File: src/rtl/lcdnw_pkg.sv
// Types, codes and fixed tables for the character LCD nibble write sequencer.
// No dependencies; imported by char_lcd_nibble_write_sequencer.
`default_nettype none
package lcdnw_pkg;

	// Request kinds
	localparam logic [2:0] MODE_CMD    = 3'd0;
	localparam logic [2:0] MODE_DATA   = 3'd1;
	localparam logic [2:0] MODE_TEXT   = 3'd2;
	localparam logic [2:0] MODE_CURSOR = 3'd3;
	localparam logic [2:0] MODE_INIT   = 3'd4;

	localparam logic [7:0] PULSE_RESET   = 8'd5;
	localparam logic [3:0] INIT_LAST     = 4'd14;
	localparam logic [3:0] BYTE_LAST     = 4'd1;
	localparam logic [1:0] TEXT_HIGH_SEL = 2'b11;  // characters 192 and up

	typedef struct packed {
		logic [2:0] mode;
		logic [7:0] value;
		logic [5:0] column;
		logic       row;
	} req_t;

	typedef struct packed {
		logic       register_select;
		logic [3:0] nibble;
		logic [3:0] pre_wait_ms;
		logic [7:0] pulse_ms;
		logic       last_pulse;
	} rsp_t;

	// One queued job: a byte with its select level, or the power-up sequence
	typedef struct packed {
		logic       is_init;
		logic       rs;
		logic [7:0] data;
	} job_t;

	function automatic logic [7:0] cyr_map(input logic [5:0] idx);
		logic [7:0] r;
		unique case (idx)
			6'd0:  r = 8'h41; 6'd1:  r = 8'h80; 6'd2:  r = 8'h42; 6'd3:  r = 8'h81;
			6'd4:  r = 8'h82; 6'd5:  r = 8'h45; 6'd6:  r = 8'h83; 6'd7:  r = 8'h92;
			6'd8:  r = 8'h84; 6'd9:  r = 8'h85; 6'd10: r = 8'h4B; 6'd11: r = 8'h86;
			6'd12: r = 8'h4D; 6'd13: r = 8'h48; 6'd14: r = 8'h4F; 6'd15: r = 8'h87;
			6'd16: r = 8'h50; 6'd17: r = 8'h43; 6'd18: r = 8'h54; 6'd19: r = 8'h93;
			6'd20: r = 8'h88; 6'd21: r = 8'h58; 6'd22: r = 8'h89; 6'd23: r = 8'h8A;
			6'd24: r = 8'h8B; 6'd25: r = 8'h8C; 6'd26: r = 8'h8D; 6'd27: r = 8'h8E;
			6'd28: r = 8'h94; 6'd29: r = 8'h8F; 6'd30: r = 8'h90; 6'd31: r = 8'h91;
			6'd32: r = 8'h61; 6'd33: r = 8'hA0; 6'd34: r = 8'hB5; 6'd35: r = 8'hA1;
			6'd36: r = 8'hA2; 6'd37: r = 8'h65; 6'd38: r = 8'hA3; 6'd39: r = 8'hB2;
			6'd40: r = 8'hA4; 6'd41: r = 8'hA5; 6'd42: r = 8'hB6; 6'd43: r = 8'hA6;
			6'd44: r = 8'hB7; 6'd45: r = 8'hB8; 6'd46: r = 8'h6F; 6'd47: r = 8'hA7;
			6'd48: r = 8'h70; 6'd49: r = 8'h63; 6'd50: r = 8'hB9; 6'd51: r = 8'hB3;
			6'd52: r = 8'hA8; 6'd53: r = 8'h78; 6'd54: r = 8'hA9; 6'd55: r = 8'hAA;
			6'd56: r = 8'hAB; 6'd57: r = 8'hAC; 6'd58: r = 8'hAD; 6'd59: r = 8'hAE;
			6'd60: r = 8'hB4; 6'd61: r = 8'hAF; 6'd62: r = 8'hB0; 6'd63: r = 8'hB1;
			default: r = 8'h00;
		endcase
		return r;
	endfunction

	function automatic logic [3:0] init_nib(input logic [3:0] step);
		logic [3:0] r;
		unique case (step)
			4'd0, 4'd2, 4'd4: r = 4'h3;
			4'd6, 4'd7:       r = 4'h2;
			4'd8:             r = 4'h8;
			4'd10:            r = 4'h1;
			4'd12:            r = 4'h6;
			4'd14:            r = 4'hC;
			default:          r = 4'h0;
		endcase
		return r;
	endfunction

	function automatic logic [3:0] init_wait(input logic [3:0] step);
		logic [3:0] r;
		unique case (step)
			4'd0:    r = 4'd15;
			4'd2:    r = 4'd5;
			4'd4:    r = 4'd1;
			default: r = 4'd0;
		endcase
		return r;
	endfunction

endpackage
`default_nettype wire

File: src/rtl/lcdnw_ram.sv
// Generic simple dual-port RAM: one write port, one read port, registered read.
// No dependencies.
`default_nettype none
module lcdnw_ram #(
	parameter int WIDTH = 10,
	parameter int DEPTH = 4
) (
	input  wire logic                     clk,
	input  wire logic                     we,
	input  wire logic [$clog2(DEPTH)-1:0] waddr,
	input  wire logic [WIDTH-1:0]         wdata,
	input  wire logic                     re,
	input  wire logic [$clog2(DEPTH)-1:0] raddr,
	output      logic [WIDTH-1:0]         rdata
);

	logic [WIDTH-1:0] mem_q [DEPTH];

	always_ff @(posedge clk) begin
		if (we) begin
			mem_q[waddr] <= wdata;
		end
		if (re) begin
			rdata <= mem_q[raddr];
		end
	end

endmodule
`default_nettype wire

File: src/rtl/char_lcd_nibble_write_sequencer.sv
// Top level of the character LCD nibble write sequencer: request queue in RAM,
// read stage and pulse sequencer. Depends on lcdnw_pkg and lcdnw_ram.
//
//  channel  | ports                         | handshake
//  ---------+-------------------------------+-------------------------------
//  request  | start, busy, request          | taken when start & !busy
//  result   | strobe, result                | one cycle per pulse, no stall
//  config   | cfg_valid, cfg_ready, cfg_data| written when valid & ready
//
// One result (one enable pulse) leaves per clock. A byte request gives two
// pulses; initialisation gives fifteen. The sequencer is the limit: it emits
// one pulse per cycle from the job it holds while the next job already waits
// in the RAM read register.
// First pulse of a request on an empty block passes the queue RAM, its read
// register and the sequencer register before it is on the ports.
// Requests queue in a DEPTH-entry RAM; busy is high while it is full.
// Reset clears queue pointers, sequencer and pulse time (to 5 ms); queue
// contents are not cleared and need not be. The receiver cannot stall.
`default_nettype none
module char_lcd_nibble_write_sequencer #(
	parameter int DEPTH = 4
) (
	input  wire logic            clk,
	input  wire logic            arst_n,
	// request
	input  wire logic            start,
	output      logic            busy,
	input  wire lcdnw_pkg::req_t request,
	// result
	output      logic            strobe,
	output      lcdnw_pkg::rsp_t result,
	// configuration
	input  wire logic            cfg_valid,
	output      logic            cfg_ready,
	input  wire logic [7:0]      cfg_data
);
	import lcdnw_pkg::*;

	localparam int AW = (DEPTH > 1) ? $clog2(DEPTH) : 1;
	localparam int CW = $clog2(DEPTH + 1);
	localparam int JW = $bits(job_t);

	// Configuration
	logic [7:0] pulse_ms_q;

	assign cfg_ready = 1'b1;

	always_ff @(posedge clk or negedge arst_n) begin
		if (!arst_n) begin
			pulse_ms_q <= PULSE_RESET;
		end else if (cfg_valid && cfg_ready) begin
			pulse_ms_q <= cfg_data;
		end
	end

	// Request decode: turn a request into one queued job
	logic take;
	logic job_ok;
	job_t job_in;

	assign take = start && !busy;

	always_comb begin
		job_ok = 1'b1;
		job_in = '0;
		unique case (request.mode)
			MODE_CMD: begin
				job_in.data = request.value;
			end
			MODE_DATA: begin
				job_in.rs   = 1'b1;
				job_in.data = request.value;
			end
			MODE_TEXT: begin
				job_in.rs   = 1'b1;
				job_in.data = (request.value[7:6] == TEXT_HIGH_SEL)
				              ? cyr_map(request.value[5:0]) : request.value;
			end
			MODE_CURSOR: begin
				// set DDRAM address: row picks bit 6, column fills bits 5:0
				job_in.data = {1'b1, request.row, request.column};
			end
			MODE_INIT: begin
				job_in.is_init = 1'b1;
			end
			default: begin
				job_ok = 1'b0;  // unused kinds are taken and dropped
			end
		endcase
	end

	// Queue pointers; a slot is read only once written, so the ports never clash
	logic [AW-1:0] wr_ptr_q, rd_ptr_q;
	logic [CW-1:0] count_q;
	logic          wr_en, rd_en;
	logic          rd_valid_s1;
	logic          seq_free;
	job_t          job_s1;

	assign busy  = (count_q == CW'(DEPTH));
	assign wr_en = take && job_ok;
	assign rd_en = (count_q != '0) && (!rd_valid_s1 || seq_free);

	always_ff @(posedge clk or negedge arst_n) begin
		if (!arst_n) begin
			wr_ptr_q    <= '0;
			rd_ptr_q    <= '0;
			count_q     <= '0;
			rd_valid_s1 <= 1'b0;
		end else begin
			if (wr_en) begin
				wr_ptr_q <= (wr_ptr_q == AW'(DEPTH - 1)) ? '0 : wr_ptr_q + 1'b1;
			end
			if (rd_en) begin
				rd_ptr_q <= (rd_ptr_q == AW'(DEPTH - 1)) ? '0 : rd_ptr_q + 1'b1;
			end
			priority if (wr_en && !rd_en) begin
				count_q <= count_q + 1'b1;
			end else if (rd_en && !wr_en) begin
				count_q <= count_q - 1'b1;
			end else begin
				count_q <= count_q;
			end
			if (rd_en) begin
				rd_valid_s1 <= 1'b1;
			end else if (seq_free) begin
				rd_valid_s1 <= 1'b0;
			end
		end
	end

	lcdnw_ram #(
		.WIDTH (JW),
		.DEPTH (DEPTH)
	) u_queue (
		.clk   (clk),
		.we    (wr_en),
		.waddr (wr_ptr_q),
		.wdata (job_in),
		.re    (rd_en),
		.raddr (rd_ptr_q),
		.rdata (job_s1)
	);

	// Pulse sequencer: one pulse per cycle from the held job
	logic       active_q;
	logic [3:0] step_q;
	job_t       job_q;
	logic       last;

	assign last     = job_q.is_init ? (step_q == INIT_LAST) : (step_q == BYTE_LAST);
	assign seq_free = !active_q || last;

	always_ff @(posedge clk or negedge arst_n) begin
		if (!arst_n) begin
			active_q <= 1'b0;
			step_q   <= '0;
		end else begin
			priority if (rd_valid_s1 && seq_free) begin
				active_q <= 1'b1;
				step_q   <= '0;
			end else if (active_q && last) begin
				active_q <= 1'b0;
			end else if (active_q) begin
				step_q <= step_q + 1'b1;
			end
		end
	end

	always_ff @(posedge clk) begin
		if (rd_valid_s1 && seq_free) begin
			job_q <= job_s1;
		end
	end

	// Result drive
	assign strobe = active_q;

	always_comb begin
		result.pulse_ms   = pulse_ms_q;
		result.last_pulse = last;
		if (job_q.is_init) begin
			result.register_select = 1'b0;
			result.nibble          = init_nib(step_q);
			result.pre_wait_ms     = init_wait(step_q);
		end else begin
			result.register_select = job_q.rs;
			result.nibble          = step_q[0] ? job_q.data[3:0] : job_q.data[7:4];
			result.pre_wait_ms     = '0;
		end
	end

endmodule
`default_nettype wire

File: config.mk
export PLATFORM = sky130hd
export DESIGN_NAME = char_lcd_nibble_write_sequencer
export DESIGN_NICKNAME = d
export VERILOG_FILES = /design/src/rtl/lcdnw_pkg.sv /design/src/rtl/lcdnw_ram.sv /design/src/rtl/char_lcd_nibble_write_sequencer.sv
export SDC_FILE = /design/constraint.sdc
export NUM_CORES = 1
export LEC_CHECK = 0
export ABC_AREA = 0
export BUFFER_PORTS_ARGS = -buffer_cell sky130_fd_sc_hd__buf_4
export CAP_MARGIN = 20
export CORE_ASPECT_RATIO = 0.9
export CORE_MARGIN = 1.5
export CORE_UTILIZATION = 40
export DETAILED_ROUTE_END_ITERATION = 6
export HOLD_SLACK_MARGIN = 0.1
export SYNTH_ARGS = -nofsm -noshare
export SYNTH_HDL_FRONTEND = slang
export SYNTH_HIERARCHICAL = 1
export SYNTH_SLANG_ARGS = --single-unit
File: constraint.sdc
create_clock -name clk -period 4.6 [get_ports clk]
set_input_delay 0.23 -clock clk [delete_from_list [all_inputs] [get_ports clk]]
set_output_delay 0.23 -clock clk [all_outputs]
set_load 0.02 [all_outputs]
==> key figures, run 1 <==
Run status
  • Status: finished with violations
  • Failing checks: design-rule violations

CTS
  • Cells resized by post-CTS repair: 0
  • Clock sink count: 81
  • Clock Tree Root: clkbuf_16
  • Worst skew pair latency: 0.33 ns
  • CTS buffer count: 9
  • CTS tree: done
  • Htree depth: 3
  • Max clock buf depth: 2
  • Clock transition at path regs: 0.06 ns

Setup path
  • Crit path DAT: 2.90 ns
  • Critical Path Start: step_q[0]
  • CP endpoint kind: flip-flop
  • Crit path max fanout: 14
  • Worst-case reg-to-reg path depth: 8
  • Worst setup path end: count_q[1]
  • Critical path required time: 4.82 ns
  • R2R setup slack: 1.92 ns
  • Startpoint Class: flip-flop
  • Critical R2R Capture: count_q[1]
  • Setup CP Type: reg -> reg
  • FF-to-FF Start: step_q[0]

Synth
  • Share of synthesized registers carrying an async set or reset: 25.9%
  • Count leader, synth: edfxtp_1
  • Mapped Area: around 4300 um2
  • Synth Flop Type: edfxtp_1
  • Synth cell count leaders: 60 x edfxtp_1, 19 x dfrtp_1, 15 x ha_1, 15 x inv_1, 14 x nand2_1
  • Largest cells by area after synthesis: edfxtp_1 42%, dfrtp_1 11%, mux4_2 5.2%
  • Distinct cells, synth: 67
  • Top cell type's share of synthesized area: 41.9%
  • Number of flops mapped to enable cells by yosys: 60
  • Largest area contributor in the netlist: edfxtp_1
  • Yosys reg bits: 81
  • Synth Instances: 330
  • Avg Inst Size Synth: between 10 and 15 um2
  • Net Count, Synth: 376
  • Sequential-to-total area share from yosys stat: between 50% and 60%
  • Syn. warnings: 6

Route
  • Final wirelength: 8.32 mm
  • Via count: about 2800
  • Routed vias/inst: 5.62
  • Routed Antenna Nets: 0
  • DRC errors left: 4
  • Initial DRT Pass Iterations: 7
  • WL/cell: 16.6 um
  • DRT iter0 DRCs: about 190

STA
  • Fin crit period: 2.68 ns
  • Tightest Pin Transition: 0.880 ns
  • Skew final: 0.00594 ns
  • Final setup violation count: 0
  • Hold_ws: approximately 0.13 ns
  • Total negative slack: 0 ns
  • Max Freq: 373 MHz
  • Period Utilization, post-route: about three fifths
  • Hold Fails Final Rpt: 0
  • Unrepaired setup endpoints after global routing: false
  • Max-slew violations: 0
  • Slew headroom: 41.1%

Power
  • Clock power frac: 27.2%
  • Maximum vdd drop: 0.000264 V
  • Leak: 0.00189 uW
  • Seq pwr share: 45.4%
  • Cell internal pwr: ~1700 uW
  • Combinational share of power: 27.4%
  • Sw power: 799 uW
  • Power Total: 2480 uW
  • Sw Ratio: between 30% and 40%
  • Pwr Density: a little under 500 nW/um2

Floorplanning
  • Die area: 11400 um2
  • Chip Width: 112 um
  • Core area: 10300 um2
  • Die Y-Extent: 101 um
  • Starting density of the core: 41.6%
  • IO Count: between 50 and 60
  • Rows: 35

Cells and area
  • Fin util: ~48%
  • Share of layout cells above drive strength 1: 26.9%
  • Fin nets: a little over 400
  • Diodes inserted: 0
  • Area grow syn2layout: 15.9%

Min path
  • Worst Hold Depth: 2
  • Hold Path Class: in -> reg

Global routing
  • Largest net degree at the start of global routing: 27
  • GR Overflow Total: 0
  • GR Util All Layers: 15.4%
  • Initial antenna violation count: 0
  • Number of global-route vias before repair: roughly 2700
  • Global-route wire length before repair: 13.8 mm

Placement
  • Gpl congestion: 0.817
  • Buffers on Ports: 49
  • DP Wirelength: 5.82 mm

Run
  • Max-capacitance violation count: 0
## state kept, by name (all words and copies together), names as in the netlist
register       count
count_q            3
job_q             10
pulse_ms_q         8
rd_ptr_q           2
rd_valid_s1        1
step_q             4
strobe             1
u_queue/mem_q     40
u_queue/rdata     10
wr_ptr_q           2
## cell type report
cell class | instances | area (um2)
multi-input cells | 209 | 1770
inverters | 16 | 60.1
clock buffers | 9 | 225
flip-flops and latches | 81 | 2330
repair buffers | 50 | 378
fillers | 915 | 5350
clock inverters | 7 | 61.3
well taps | 129 | 161
## critical path, stage by stage, from the launching register on
cell      delay [ns]
dfrtp_1         0.57
nand3b_4        0.26
o21a_4          0.27
a31oi_4         0.42
inv_1           0.09
ha_1            0.22
inv_1           0.07
fa_1            0.40
mux2_2          0.27
## per-stage QoR
step	cells	instance area, um2	setup WS (ns)
floorplan	330	4300	2.22
global placement	484	4690	1.95
detailed placement	484	4690	1.90
CTS	501	4990	1.88
global route	501	4990	1.74
finish	501	4990	1.92
## placed cells by master, fill, tap and decap left out, drive strengths merged, types with 4 or more instances in the layout
| cell | synthesis | final |
|---|---|---|
| edfxtp | 60 | 60 |
| buf | 18 | 49 |
| inv | 16 | 20 |
| dfrtp | 19 | 19 |
| ha | 15 | 15 |
| mux2 | 15 | 15 |
| nand2 | 14 | 14 |
| nand2b | 13 | 13 |
| a21oi | 13 | 13 |
| o21ai | 13 | 13 |
| nor3 | 12 | 12 |
| mux4 | 11 | 11 |
| nor2b | 10 | 10 |
| clkbuf | 6 | 9 |
| nand3 | 8 | 8 |
| nor2 | 7 | 7 |
| o2111ai | 5 | 5 |
| a211oi | 5 | 5 |
| and3b | 4 | 4 |
| o32ai | 4 | 4 |
| a31oi | 4 | 4 |
## cell families after synthesis
logic type / after synthesis / share of synthesized area (%)
AND/OR/NAND/NOR: 88 / 12.6
XOR/XNOR: 4 / 0.814
flip-flops: 81 / 54.1
adder cells (fa/ha/maj): 16 / 4.83
AO/OA/AOI/OAI: 71 / 12.3
buffers and inverters: 40 / 4.80
multiplexers: 29 / 10.5
other: 1 / 0.0871
## worst min path at each step
stage	end	startpoint	slack (ns)
after floorplan	count_q[0]	arst_n	-0.07
after global placement	step_q[3]	arst_n	0.13
after global routing	pulse_ms_q[4]	cfg_data[4]	0.12
after CTS	pulse_ms_q[5]	cfg_data[5]	0.12
final	pulse_ms_q[5]	cfg_data[5]	0.13
after detailed placement	step_q[3]	arst_n	0.14
## power by group through the flow
| stage | Combinational (uW) | Sequential, uW | Clock [uW] |
|---|---|---|---|
| final | 679 | 1120 | 674 |
| after CTS | 688 | 1130 | 691 |
| after global routing | 746 | 1150 | 722 |
| after floorplan | 591 | 1050 | 0 |
| after detailed placement | 685 | 1140 | 0 |
| after global placement | 670 | 1140 | 0 |
## timing repair
item,CTS,global route
setup endpoints to repair,0,0
hold endpoints to repair,21,0
setup buffers,0,0
hold buffers,1,0
## layer usage
metal	share of wire (%)	up-vias	wire length [um]	GRT usage, %
met3	5.4	11	452	3.83
met2	47	98	3900	25.2
met4	1.3	0	106	4.87
li1	-	1337	-	-
met1	46	1370	3860	20.6
met5	0	-	0	0
Power figures use the tool's default switching activity.
==> run 2: changes to the inputs <==
Clock period 4.6 ns to 2.16 ns, I/O delays scaled along.
==> run 2 against run 1 <==
  * The run still ends with design-rule violations left
  * First-iteration DRC count down 21%
  * Highest routed layer unchanged
  * Clock-buffer cell count unchanged
  * Largest cell class unchanged
  * Worst hold slack worse by 0.0060 ns
  * Sequential cell count unchanged
==> key figures, run 2 (synthesized netlist as in run 1, its figures left out) <==
Power
  • Maximum vdd drop: 0.000592 V
  • Sw Ratio: 31.8%
  • Leak: slightly above 0.002 uW
  • Cell internal pwr: roughly 3700 uW
  • Clock power frac: about a quarter
  • Seq pwr share: 42.6%
  • Pwr Density: 1030 nW/um2
  • Sw power: 1740 uW
  • Combinational share of power: a little under a third

Run status
  • Failing checks: design-rule violations
  • Status: finished with violations

Floorplanning
  • IO Count: 51
  • Rows: 35
  • Die area: 11400 um2
  • Core area: 10300 um2
  • Die Y-Extent: 101 um
  • Chip Width: approximately 110 um
  • Starting density of the core: 41.6%

Route
  • Routed vias/inst: approximately 5.4
  • DRT iter0 DRCs: 146
  • DRC errors left: 3
  • Initial DRT Pass Iterations: 7
  • Routed Antenna Nets: 0
  • WL/cell: 16.3 um
  • Final wirelength: slightly below 9 mm
  • Via count: 2882

Placement
  • Post-DP Area: 4810 um2
  • Buffers on Ports: 49
  • DP Wirelength: 6.06 mm
  • Placement Setup Slack: 0.0138 ns
  • Placed Instances: 500
  • Gpl congestion: about 0.84

Setup path
  • Crit path DAT: 2.30 ns
  • FF-to-FF Start: step_q[2]
  • R2R setup slack: 0.07 ns
  • Critical R2R Capture: count_q[1]
  • Critical path required time: between 2 and 2.5 ns
  • Setup CP Type: reg -> reg
  • CP endpoint kind: flip-flop
  • Worst-case reg-to-reg path depth: 8
  • Crit path max fanout: 5
  • Startpoint Class: flip-flop

Run
  • Max-capacitance violation count: 0

Cells and area
  • Commonest non-fill, non-tap cell in the layout: buf_4
  • Layout Cells excl Fill: 536
  • Share of layout cells above drive strength 1: 31.0%
  • Largest regs: u_queue/mem_q: 40 flops, job_q: 10 flops, u_queue/rdata: 10 flops
  • Fin nets: roughly 450
  • Commonest cells after routing, fill and taps aside: 69 x buf_4, 60 x edfxtp_1, 16 x dfrtp_1, 16 x dlygate4sd3_1
  • Final instance area: 5310 um2
  • Diodes inserted: 0
  • Fill count: 916
  • Top reg by flops: u_queue/mem_q
  • Area grow syn2layout: 23.4%
  • Number of flip-flops in the largest register: 40

STA
  • Tightest Pin Transition: 0.722 ns
  • Fin crit period: 2.09 ns
  • Hold Fails Final Rpt: 0
  • Slew headroom: 51.8%
  • Period Utilization, post-route: 96.6%
  • Max Freq: 479 MHz
  • Final worst slack: 0.0724 ns
  • Final setup violation count: 0
  • Max-slew violations: 0
  • Skew final: ~0.012 ns
  • Hold_ws: 0.120 ns

CTS
  • Clock transition at path regs: around 0.07 ns
  • Htree depth: 3
  • Clock sink count: approximately 80
  • CTS buffer count: 9
  • CTS tree: done
  • Worst skew pair latency: 0.34 ns
  • Clock Tree Root: clkbuf_16
  • Max clock buf depth: 2

Min path
  • Hold endpoint: pulse_ms_q[0]
  • Hold Crit Start: cfg_valid
  • Hold Path Class: in -> reg
  • Worst Hold Depth: 2

Global routing
  • GR Overflow Total: 0
  • Largest net degree at the start of global routing: 27
  • GR Util All Layers: 15.8%
  • Number of global-route vias before repair: 2753
  • Global-route wire length before repair: 14.0 mm
  • Initial antenna violation count: 0
-- run 2: changes by cell type in the layout (fill, tap and decap cells not counted), moves of 3 or more --
cell           delta
buf_4            +20
dfrtp_1           -3
dfrtp_2           +3
dlygate4sd3_1    +15
-- run 2: worst max-delay path, cell delays in order, from the launching register on --
cell and delay [ns]:
dfrtp_2 0.47, nor2_4 0.16, nand4b_4 0.13, a31oi_4 0.20, inv_1 0.09, ha_4 0.17, inv_1 0.06, fa_1 0.41
mux2_2 0.27
-- run 2: repair_timing --
| action | CTS | global route |
|---|---|---|
| setup buffers | 0 | 4 |
| hold buffers | 16 | 0 |
| resized for setup | 0 | 7 |
| endpoints found under the hold margin | 29 | 0 |
| endpoints found under the setup margin | 0 | 2 |
-- run 2: through the flow --
step	utilization [%]	TNS (ns)	total power [uW]
global placement	46.6	0	3950
finish	51.4	0	5470
detailed placement	46.6	0	4000
CTS	50.9	0	5470
global route	51.4	-0.00627	5800
floorplan	-	-0.169	3500
-- run 2: power by group through the flow --
| stage | combinational, uW | clock (uW) | sequential [uW] |
|---|---|---|---|
| 3_3_place_gp | 1610 | 0 | 2340 |
| 6_report | 1730 | 1420 | 2330 |
| 5_1_grt | 1900 | 1510 | 2380 |
| 4_1_cts | 1680 | 1470 | 2330 |
| 3_5_place_dp | 1640 | 0 | 2360 |
| 2_1_floorplan | 1270 | 0 | 2230 |
-- run 2: worst max-delay path by stage --
stage                     startpoint         end  slack, ns  cells after the start
after floorplan            step_q[3]  count_q[1]      -0.16                      9
after global placement     step_q[2]  count_q[1]       0.11                      8
after detailed placement  count_q[0]  count_q[1]       0.01                      7
after CTS                 count_q[0]  count_q[1]      0.002                      7
after global routing       step_q[2]  count_q[1]     -0.006                      8
final                      step_q[2]  count_q[1]       0.07                      8
-- run 2: routing by layer --
layer	share of wire [%]	routed length (um)	vias to the layer above	GRT usage [%]
met5	0	0	-	0
met4	1.5	134	0	5.36
met3	3.6	318	11	3.65
met2	48	4150	79	26.1
met1	47	4110	1382	21.0
li1	-	-	1410	-
-- run 2: cell type report --
type / count / area, um2 / area share, %
sequential: 81 / 2330 / 43.9
multi-input combinational: 209 / 1790 / 33.7
timing repair buffer: 85 / 678 / 12.8
clock buffer: 9 / 225 / 4.24
tap: 129 / 161 / 3.04
clock inverter: 7 / 60.1 / 1.13
inverter: 16 / 60.1 / 1.13
==> run 3: changes to the inputs <==
==> constraint.sdc (replaced) <==
create_clock -name clk -period 2.16 [get_ports clk]
set_input_delay 0.432 -clock clk [delete_from_list [all_inputs] [get_ports clk]]
set_output_delay 0.432 -clock clk [all_outputs]
set_load 0.02 [all_outputs]
==> run 3 against run 2 <==
  * The flow still finishes with violations (design-rule violations)
  * Setup slack gained 0.014 ns
  * Clock-buffer cell count is 5 higher
  * Register-to-register slack is essentially flat
  * Fmax is 0.67% higher
  * Utilization is 0.40 points lower
  * Worst hold slack improved by 0.21 ns
  * Non-clock buffer count shrank 5
  * Via count grew 1.6%
  * Sequential share of layout area increased by 0.32 points
  * Critical path type unchanged
  * Largest cell class unchanged
  * Largest power group unchanged
==> key figures, run 3 (synthesized netlist as in run 1, its figures left out) <==
Run status
  • Status: finished with violations
  • Failing checks: design-rule violations

Floorplanning
  • Chip Width: 112 um
  • Starting density of the core: 41.6%
  • Rows: 35
  • Die area: 11400 um2
  • IO Count: 51
  • Core area: 10300 um2
  • Die Y-Extent: 101 um

Setup path
  • Setup CP Type: reg -> reg
  • R2R setup slack: 0.09 ns
  • Startpoint Class: flip-flop
  • Critical path required time: about 2.4 ns
  • Crit path DAT: 2.28 ns
  • CP endpoint kind: flip-flop
  • Crit path max fanout: 3

Cells and area
  • Largest regs: u_queue/mem_q: 40 flops, job_q: 10 flops, u_queue/rdata: 10 flops
  • FF/Latch Area: approximately 2300 um2
  • Number of flip-flops in the largest register: 40
  • Top reg by flops: u_queue/mem_q
  • Share of layout cells above drive strength 1: 34.6%
  • Multi-input combinational cell area: 1810 um2
  • Fill count: just under 900
  • Area grow syn2layout: 22.4%
  • Fin nets: 443
  • Commonest non-fill, non-tap cell in the layout: buf_4
  • Diodes inserted: 0
  • Commonest cells after routing, fill and taps aside: 78 x buf_4, 60 x edfxtp_1, 17 x dfrtp_1, 14 x nand2_1

CTS
  • Max clock buf depth: 2
  • CTS tree: done
  • Clock sink count: 81
  • Worst skew pair latency: 0.33 ns
  • Clock transition at path regs: around 0.060 ns
  • Clock Tree Root: clkbuf_16
  • Htree depth: 3
  • CTS buffer count: 9

Global routing
  • Global-route wire length before repair: 14.1 mm
  • Largest net degree at the start of global routing: 27
  • Initial antenna violation count: 0
  • Number of global-route vias before repair: 2818
  • GR Overflow Total: 0
  • GR Util All Layers: 15.9%

Power
  • Pwr Density: 1060 nW/um2
  • Power Total: 5570 uW
  • Maximum vdd drop: 0.000431 V
  • Leak: 0.00204 uW

Min path
  • Hold Path Class: in -> reg

STA
  • Tightest Pin Transition: between 0.7 and 0.8 ns
  • Unrepaired setup endpoints after global routing: false
  • Slew headroom: 49.4%
  • Total negative slack: 0 ns
  • Final setup violation count: 0
  • Hold Fails Final Rpt: 0
  • Skew final: 0.00942 ns
  • Max-slew violations: 0
  • Max Freq: between 400 and 500 MHz
  • Period Utilization, post-route: 96.0%
  • Fin crit period: 2.07 ns

Placement
  • DP Wirelength: 6.12 mm
  • Buffers on Ports: between 40 and 50
  • Gpl congestion: approximately 0.90

Run
  • Max-capacitance violation count: 0

Route
  • Routed vias/inst: 5.51
  • Initial DRT Pass Iterations: 7
  • Final wirelength: 8.61 mm
  • DRT iter0 DRCs: 296
  • WL/cell: 16.2 um
  • DRC errors left: 3
  • Via count: slightly below 3000
  • Routed Antenna Nets: 0
-- run 3: stage by stage --
stage               utilization, %  cell area (um2)  setup slack (ns)  hold WS [ns]  instances
floorplan                        -             4320            -0.163         0.136        330
global placement              47.4             4900           -0.0393         0.333        511
detailed placement            47.4             4900           -0.0161         0.333        511
CTS                           50.8             5250            0.0181         0.322        530
global route                  51.0             5270            0.0104         0.330        531
finish                        51.0             5270            0.0864         0.332        531
-- run 3: final timing paths --
kind / cells past startpoint / startpoint / end
worst max-delay path: 8 / step_q[0] / count_q[1]
worst min-delay path: 2 / cfg_data[3] / pulse_ms_q[3]
worst max register to register: 8 / step_q[0] / count_q[1]
worst min register to register: 0 / u_queue/rdata[9] / job_q[9]
max in group asynchronous: 2 / arst_n / pulse_ms_q[0]
min in group asynchronous: 2 / arst_n / strobe
-- run 3: cell type report --
type	instances	share of cell area, %
flip-flops and latches	81	44.3
inverters	16	1.14
repair buffers	80	11.5
clock buffers	14	5.44
clock inverters	2	0.309
multi-input cells	209	34.3
well taps	129	3.06
-- run 3: metal layers --
layer / part of all wire [%] / GRT usage, %
met3: 4.6 / 2.93
met2: 47 / 25.5
met1: 46 / 21.6
met4: 2.4 / 6.62
met5: 0 / 0
-- run 3: power breakdown --
part	switching, uW	internal, uW
sequential	279	2050
combinational	853	899
clock	561	923
total	1690	3870
-- run 3: critical path, cell delays in order (launching register included) --
cell and delay (ns):
dfrtp_1 0.38, nand3b_4 0.17, o21a_4 0.23, a31oi_4 0.20
inv_2 0.05, ha_2 0.18, inv_1 0.06, fa_1 0.40
mux2_2 0.27
-- run 3: timing repair --
action                                  CTS  global route
endpoints found under the hold margin    19             0
pin swaps                                 0             3
buffers inserted                          2             1
endpoints found under the setup margin    2             5
hold buffers                              1             0
resized for setup                         4            10
